File: src/hdl/sfm_pkg.sv
`default_nettype none
package sfm_pkg;

    localparam int SAMPLE_BITS    = 16;
    localparam int COEF_BITS      = 16;
    localparam int COEF_FRAC_BITS = 15;
    localparam int POS_OUT_BITS   = 11;
    localparam int SIZE_BITS      = 12;
    localparam int LINES          = 6;
    localparam int TAPS           = 7;
    localparam int MAX_RUN        = 4;
    localparam int FIFO_DEPTH     = 8;

    typedef enum logic [2:0] {
        REG_IMAGE_WIDTH  = 3'd0,
        REG_IMAGE_HEIGHT = 3'd1,
        REG_DIRECTION    = 3'd2,
        REG_COEF_OUTER   = 3'd3,
        REG_COEF_MIDDLE  = 3'd4,
        REG_COEF_INNER   = 3'd5,
        REG_COEF_CENTER  = 3'd6
    } t_reg_index;

    typedef logic signed [SAMPLE_BITS-1:0] t_sample;
    typedef t_sample [TAPS-1:0] t_taps;

    typedef struct packed {
        logic [COEF_BITS-1:0] outer;
        logic [COEF_BITS-1:0] middle;
        logic [COEF_BITS-1:0] inner;
        logic [COEF_BITS-1:0] center;
    } t_coefs;

    typedef struct packed {
        logic [POS_OUT_BITS-1:0] row;
        logic [POS_OUT_BITS-1:0] col;
        logic                    last;
    } t_meta;

    typedef struct packed {
        t_sample value;
        t_meta   meta;
    } t_result;

endpackage
`default_nettype wire

File: src/hdl/sfm_mac.sv
`default_nettype none
module sfm_mac (
    input  wire                  i_clk,
    input  wire                  i_rst_n,
    input  wire                  i_valid,
    input  sfm_pkg::t_taps       i_taps,
    input  sfm_pkg::t_meta       i_meta,
    input  sfm_pkg::t_coefs      i_coefs,
    output logic                 o_valid,
    output sfm_pkg::t_result     o_result,
    output logic [1:0]           o_inflight
);

    localparam int PB = sfm_pkg::SAMPLE_BITS + 1;
    localparam int MB = PB + sfm_pkg::COEF_BITS + 1;
    localparam int AB = MB + 2;
    localparam int QB = AB - sfm_pkg::COEF_FRAC_BITS;
    localparam logic signed [QB-1:0] SAT_MAX = QB'((1 << (sfm_pkg::SAMPLE_BITS - 1)) - 1);
    localparam logic signed [QB-1:0] SAT_MIN = -QB'(1 << (sfm_pkg::SAMPLE_BITS - 1));

    logic                  r_v1, r_v2;
    logic signed [MB-1:0]  r_prod [4];
    sfm_pkg::t_meta        r_meta1;
    sfm_pkg::t_result      r_res;

    logic signed [PB-1:0]  n_pair [4];
    logic signed [AB-1:0]  n_sum;
    logic signed [QB-1:0]  n_q;
    sfm_pkg::t_sample      n_sat;

    always_comb begin
        n_pair[0] = PB'(i_taps[0]) + PB'(i_taps[6]);
        n_pair[1] = PB'(i_taps[1]) + PB'(i_taps[5]);
        n_pair[2] = PB'(i_taps[2]) + PB'(i_taps[4]);
        n_pair[3] = PB'(i_taps[3]);
    end

    always_ff @(posedge i_clk) begin
        r_prod[0] <= MB'(n_pair[0]) * MB'($signed({1'b0, i_coefs.outer}));
        r_prod[1] <= MB'(n_pair[1]) * MB'($signed({1'b0, i_coefs.middle}));
        r_prod[2] <= MB'(n_pair[2]) * MB'($signed({1'b0, i_coefs.inner}));
        r_prod[3] <= MB'(n_pair[3]) * MB'($signed({1'b0, i_coefs.center}));
        r_meta1   <= i_meta;
        r_res     <= '{value: n_sat, meta: r_meta1};
    end

    always_comb begin
        n_sum = AB'(r_prod[0]) + AB'(r_prod[1]) + AB'(r_prod[2]) + AB'(r_prod[3])
              + AB'(1 << (sfm_pkg::COEF_FRAC_BITS - 1));
        n_q   = QB'(n_sum >>> sfm_pkg::COEF_FRAC_BITS);
        if (n_q > SAT_MAX) begin
            n_sat = SAT_MAX[sfm_pkg::SAMPLE_BITS-1:0];
        end else if (n_q < SAT_MIN) begin
            n_sat = SAT_MIN[sfm_pkg::SAMPLE_BITS-1:0];
        end else begin
            n_sat = n_q[sfm_pkg::SAMPLE_BITS-1:0];
        end
    end

    always_ff @(posedge i_clk) begin
        if (!i_rst_n) begin
            r_v1 <= 1'b0;
            r_v2 <= 1'b0;
        end else begin
            r_v1 <= i_valid;
            r_v2 <= r_v1;
        end
    end

    assign o_valid    = r_v2;
    assign o_result   = r_res;
    assign o_inflight = 2'(r_v1) + 2'(r_v2);

endmodule
`default_nettype wire

File: config.mk
export PLATFORM = sky130hd
export DESIGN_NAME = sfm_mac
export DESIGN_NICKNAME = d
export VERILOG_FILES = /design/src/hdl/sfm_pkg.sv /design/src/hdl/sfm_mac.sv
export SDC_FILE = /design/constraint.sdc
export NUM_CORES = 2
export LEC_CHECK = 0
export BUFFER_PORTS_ARGS = -buffer_cell sky130_fd_sc_hd__clkbuf_2
export CAP_MARGIN = 20
export CORE_ASPECT_RATIO = 0.6
export CORE_MARGIN = 2
export CORE_UTILIZATION = 60
export DETAILED_ROUTE_END_ITERATION = 12
export PLACE_DENSITY = 0.8
export SYNTH_ARGS = -nofsm -noshare
export SYNTH_HDL_FRONTEND = slang
export SYNTH_SLANG_ARGS = --single-unit
File: constraint.sdc
create_clock -name i_clk -period 11.2 [get_ports i_clk]
set_input_delay 0.56 -clock i_clk [delete_from_list [all_inputs] [get_ports i_clk]]
set_output_delay 0.56 -clock i_clk [all_outputs]
set_load 0.02 [all_outputs]
Yosys cells after proc, flatten, opt, wreduce, memory -nomap -nowiden
Memory sizes are Yosys's and may differ from the RTL's. Index checks and enable logic that the tools add are counted.

Memories kept: 1. Latch bits: 0. ROM bits: 0. Bits in registers: 64. Input bits: 202. RAM bits: 136.

Memory list: r_prod (words 4, bits a word 34, read ports 4, clocked after Yosys merged registers in 0, wr ports 4, RTL line sfm_mac.sv:22) `logic signed [MB-1:0] r_prod [4];`.

Reduce and logical (&&, ||, !) cells: 0. Divide/modulo/power cells: 0. Bitwise logic cells: 0. Muxes and demuxes: 1. Add/subtract/negate cells: 8. Order comparisons: 2. Shifts and indexed selects: 0. Multipliers: 4. Eq/ne operators: 0.

Operators with widths (count): $mul 17x17->34 (3); $add 16x16->17 (3); $add 35x34->36 (1); $add 36x16->36 const B (1); $add 36x34->36 (1); $add 34x34->35 (1); $mul 16x17->33 (1); $gt 21x16->1 const B (1); $lt 21x16->1 const B (1); $mux 16 (1); $add 1x1->2 (1).

Logic depth before layout (Yosys ltp)
Depth after elaboration: 6. Depth in mapped cells: 38.

Worst setup path before layout
Ideal clock, no wire load.

Path kind: input port to flip-flop. From: input port i_taps[32] (netlist name). To: memory r_prod[2][32] (netlist name). Path slack: 2625 ps. Required time: 11076 ps. Arrival: 8451 ps. Buffers on the path: 1. Stages: 35. Path through: ha_1 > inv_1 > fa_1 > nor2b_1 > o21ai_0 > a21boi_0 > o21ai_0 > a21boi_0 > o21a_1 > nor2_1 > o211a_1 > o31ai_1 > o2bb2ai_1 > clkbuf_1 > and2_1 > fa_1 > fa_1 > fa_1 > fa_1 > fa_1 > inv_1 > fa_1 > inv_1 > ha_1 > a21o_1 > a21o_1 > a21o_1 > a21o_1 > a21o_1 > a21oi_1 > inv_1 > a221o_1 > a31oi_1 > mux2i_1 > nand3_1.

RTL lines: start, declared (RTL line sfm_mac.sv:6) `input sfm_pkg::t_taps i_taps,`; end, declared (RTL line sfm_mac.sv:22).

==> results.md <==
* Status: finished clean
* Full die area at 86,400 sq um
* Final WL at 119,000 um
* Post-Syn Nets at 7,319
* H-tree levels at 4
* Most used cell, CP: fa_1
* Clock Tree Buf Depth at 2
* Final setup viols at 0
* Reg-to-Reg Start: r_prod[1][13]$_DFF_P_
* Yosys warns at 0
* Fin crit period at 9.40 ns
* Number of global-route vias before repair at 39,297
* R2R depth at 15
* Die Ht at 228 um
* ANT nets after route at 0
* Port Buffers at 243
* Area of placed instances at 52,700 sq um
* Pin count of the biggest net entering global routing at 53
* Post-CTS Repair Setup Buffers at 0
* Root Driver: clkbuf_16
* Period utilisation layout at 0.839
* Clock buffers created by TritonCTS at 17
* Initial antenna violation count at 11
* Synth cell types at 72
* Slew @ Worst Pin at 1.08 ns
* Crit Reg-Reg Endpoint: o_result[26]$_SDFF_PN1_
* Clk_lat worst skew at between 0.4 and 0.5 ns
* Drt first pass iters at 6
* Setup TNS at 0 ns
* PostCTS Resize Cnt at 0
* NumNets Final at roughly 7,400
* Number of remaining DRC errors at 0
* Cell area after layout at 53,300 sq um
* Most frequent cells in the layout: 1,341 x inv_1, 1,083 x fa_1, 626 x nand2_1
* Fin. max-slew vios at 0
* Initial Util at 0.605
* Setup CP Type: in2reg
* Slowest stage cell, crit path: o311a_1
* Sink Count at between 150 and 200
* Mapped Cells at 5,533
* First-pass GRT wire length at 201,000 um
* Seq cells post-synth at just under 200
* CTS clock-pin slew for the worst setup and hold paths at 0.07 ns
* Vias per Instance at 5.42
* 1st-iter DRT viols at roughly 2,800
* Crit path to: r_prod[1][32]$_DFF_P_
* Final hold vios at 0
* Crit start category: input port
* Hold buffers post-CTS at 0
* Fin Hold WS at 0.204 ns
* Area Overhead vs Synth at 5.71%
* Mapped Area at ~50,000 sq um
* Share of layout cells above drive strength 1 at 0.0613
* Fmax at 106 MHz
* Worst slew margin at 0.276
* Post-DP HPWL at a little over 100,000 um
* DR vias at 36,831
* WP data required at 11.59 ns
* All-layer global routing usage at 0.293
* Final GP Congestion at 0.916
* HP Class: in2reg
* RSZ-0062 raised after global routing: false
* CTS tree: yes
* Worst setup EP type: flop
* Final WS setup at between 1.5 and 2 ns
* Std-Cell Rows at 82
* Sequential element share of the synthesized area at 0.0791
* Final worst clock skew at 0.00924 ns
* Die width at 378 um
* Avg Cell Area, Syn at roughly 9.1 sq um
* Reg-to-reg slack, setup at around 6 ns
* Post-synth EDFFs at 0
* Most common cell after layout, fill and taps aside: inv_1
* Crit-path max FO at 21
* Arr. time, crit path at 9.79 ns
* Core ar. at between 80,000 and 90,000 sq um
* IO Count at 244
* Routed WL per cell at 17.5 um
* Max-Cap Viols at 0
* Crit path largest cell delay at 0.73 ns
* Asr flop ratio synth at 0
* Ys flop type: dfxtp_1
* CP Launch Point: i_taps[17]
* DP Worst Slack at 1.37 ns
* Global route overflow at 0
stage by stage:
stage	util	instances
final	0.639	6795
after global routing	0.639	6794
after CTS	0.639	6791
after detailed placement	0.632	6760
after global placement	0.632	6760
after floorplan	-	5533
synth_stat cells, drive strengths merged (13+ instances only):
library cell / count / area share
a21boi: 13 / 0.0019
a21o: 71 / 0.011
a21oi: 132 / 0.013
a31oi: 28 / 0.0035
and2: 461 / 0.057
and3: 30 / 0.0037
buf: 14 / 0.0012
clkbuf: 176 / 0.013
dfxtp: 199 / 0.079
fa: 1083 / 0.43
ha: 501 / 0.12
inv: 1341 / 0.10
nand2: 626 / 0.047
nand2b: 65 / 0.0081
nand3: 52 / 0.0052
nand3b: 16 / 0.0024
nand4: 14 / 0.0017
nor2: 107 / 0.0080
nor2b: 54 / 0.0067
nor3: 38 / 0.0039
o211ai: 15 / 0.0022
o21a: 22 / 0.0033
o21ai: 117 / 0.012
o21bai: 16 / 0.0024
or3: 20 / 0.0025
xnor2: 157 / 0.027
xor2: 44 / 0.0076
registers in the layout, indices dropped and copies added, names as in the netlist:
name and count:
o_result 39, r_v1 1, r_prod 135, o_valid 1, r_meta1 23
how the worst min path moves through the flow:
stage | startpoint | endpoint | slack (ns) | cells after the start
after global placement | r_meta1[16]$_DFF_P_ | o_result[16]$_DFF_P_ | 0.31 | 0
after global routing | i_meta[16] | r_meta1[16]$_DFF_P_ | 0.18 | 1
after CTS | i_meta[14] | r_meta1[14]$_DFF_P_ | 0.18 | 1
final | i_meta[14] | r_meta1[14]$_DFF_P_ | 0.20 | 1
after floorplan | r_meta1[0]$_DFF_P_ | o_result[0]$_DFF_P_ | 0.31 | 0
after detailed placement | r_meta1[16]$_DFF_P_ | o_result[16]$_DFF_P_ | 0.31 | 0
worst max-delay path, delay by kind of cell:
kind                       cells  cell delay, ns
AOI/OAI and AO/OA             17            4.78
buffers and inverters          4            0.24
xor gates and xnor gates       1            0.13
and+or+nand+nor                4            0.47
adders and majority gates      8            3.62
final cells by class:
class / count / area, sq um
multi-input combinational: 3803 / 40700
timing repair buffer: 286 / 1540
inverter: 1341 / 5030
clock inverter: 12 / 128
antenna: 1 / 2.50
fill: 6846 / 30100
clock buffer: 19 / 443
tap: 1134 / 1420
sequential: 199 / 3980
per-layer routing:
layer  GRT usage  part of all wire  up-vias
met4      0.0530             0.015        8
met2       0.438              0.44     1413
li1            -                 -    16809
met1       0.427              0.44    18453
met5           0           0.00039        -
met3      0.0853              0.11      148
cell families after synthesis:
logic type / synth area share
AOI/OAI and AO/OA: 0.0644
xor gates and xnor gates: 0.0349
adders and majority gates: 0.556
buffers and inverters: 0.114
DFF: 0.0791
muxes: 0.000993
and+or+nand+nor: 0.150
Power is left out: the tool's default activity adds up to more than one toggle a clock period on the data nets, which glitch-free logic cannot reach.
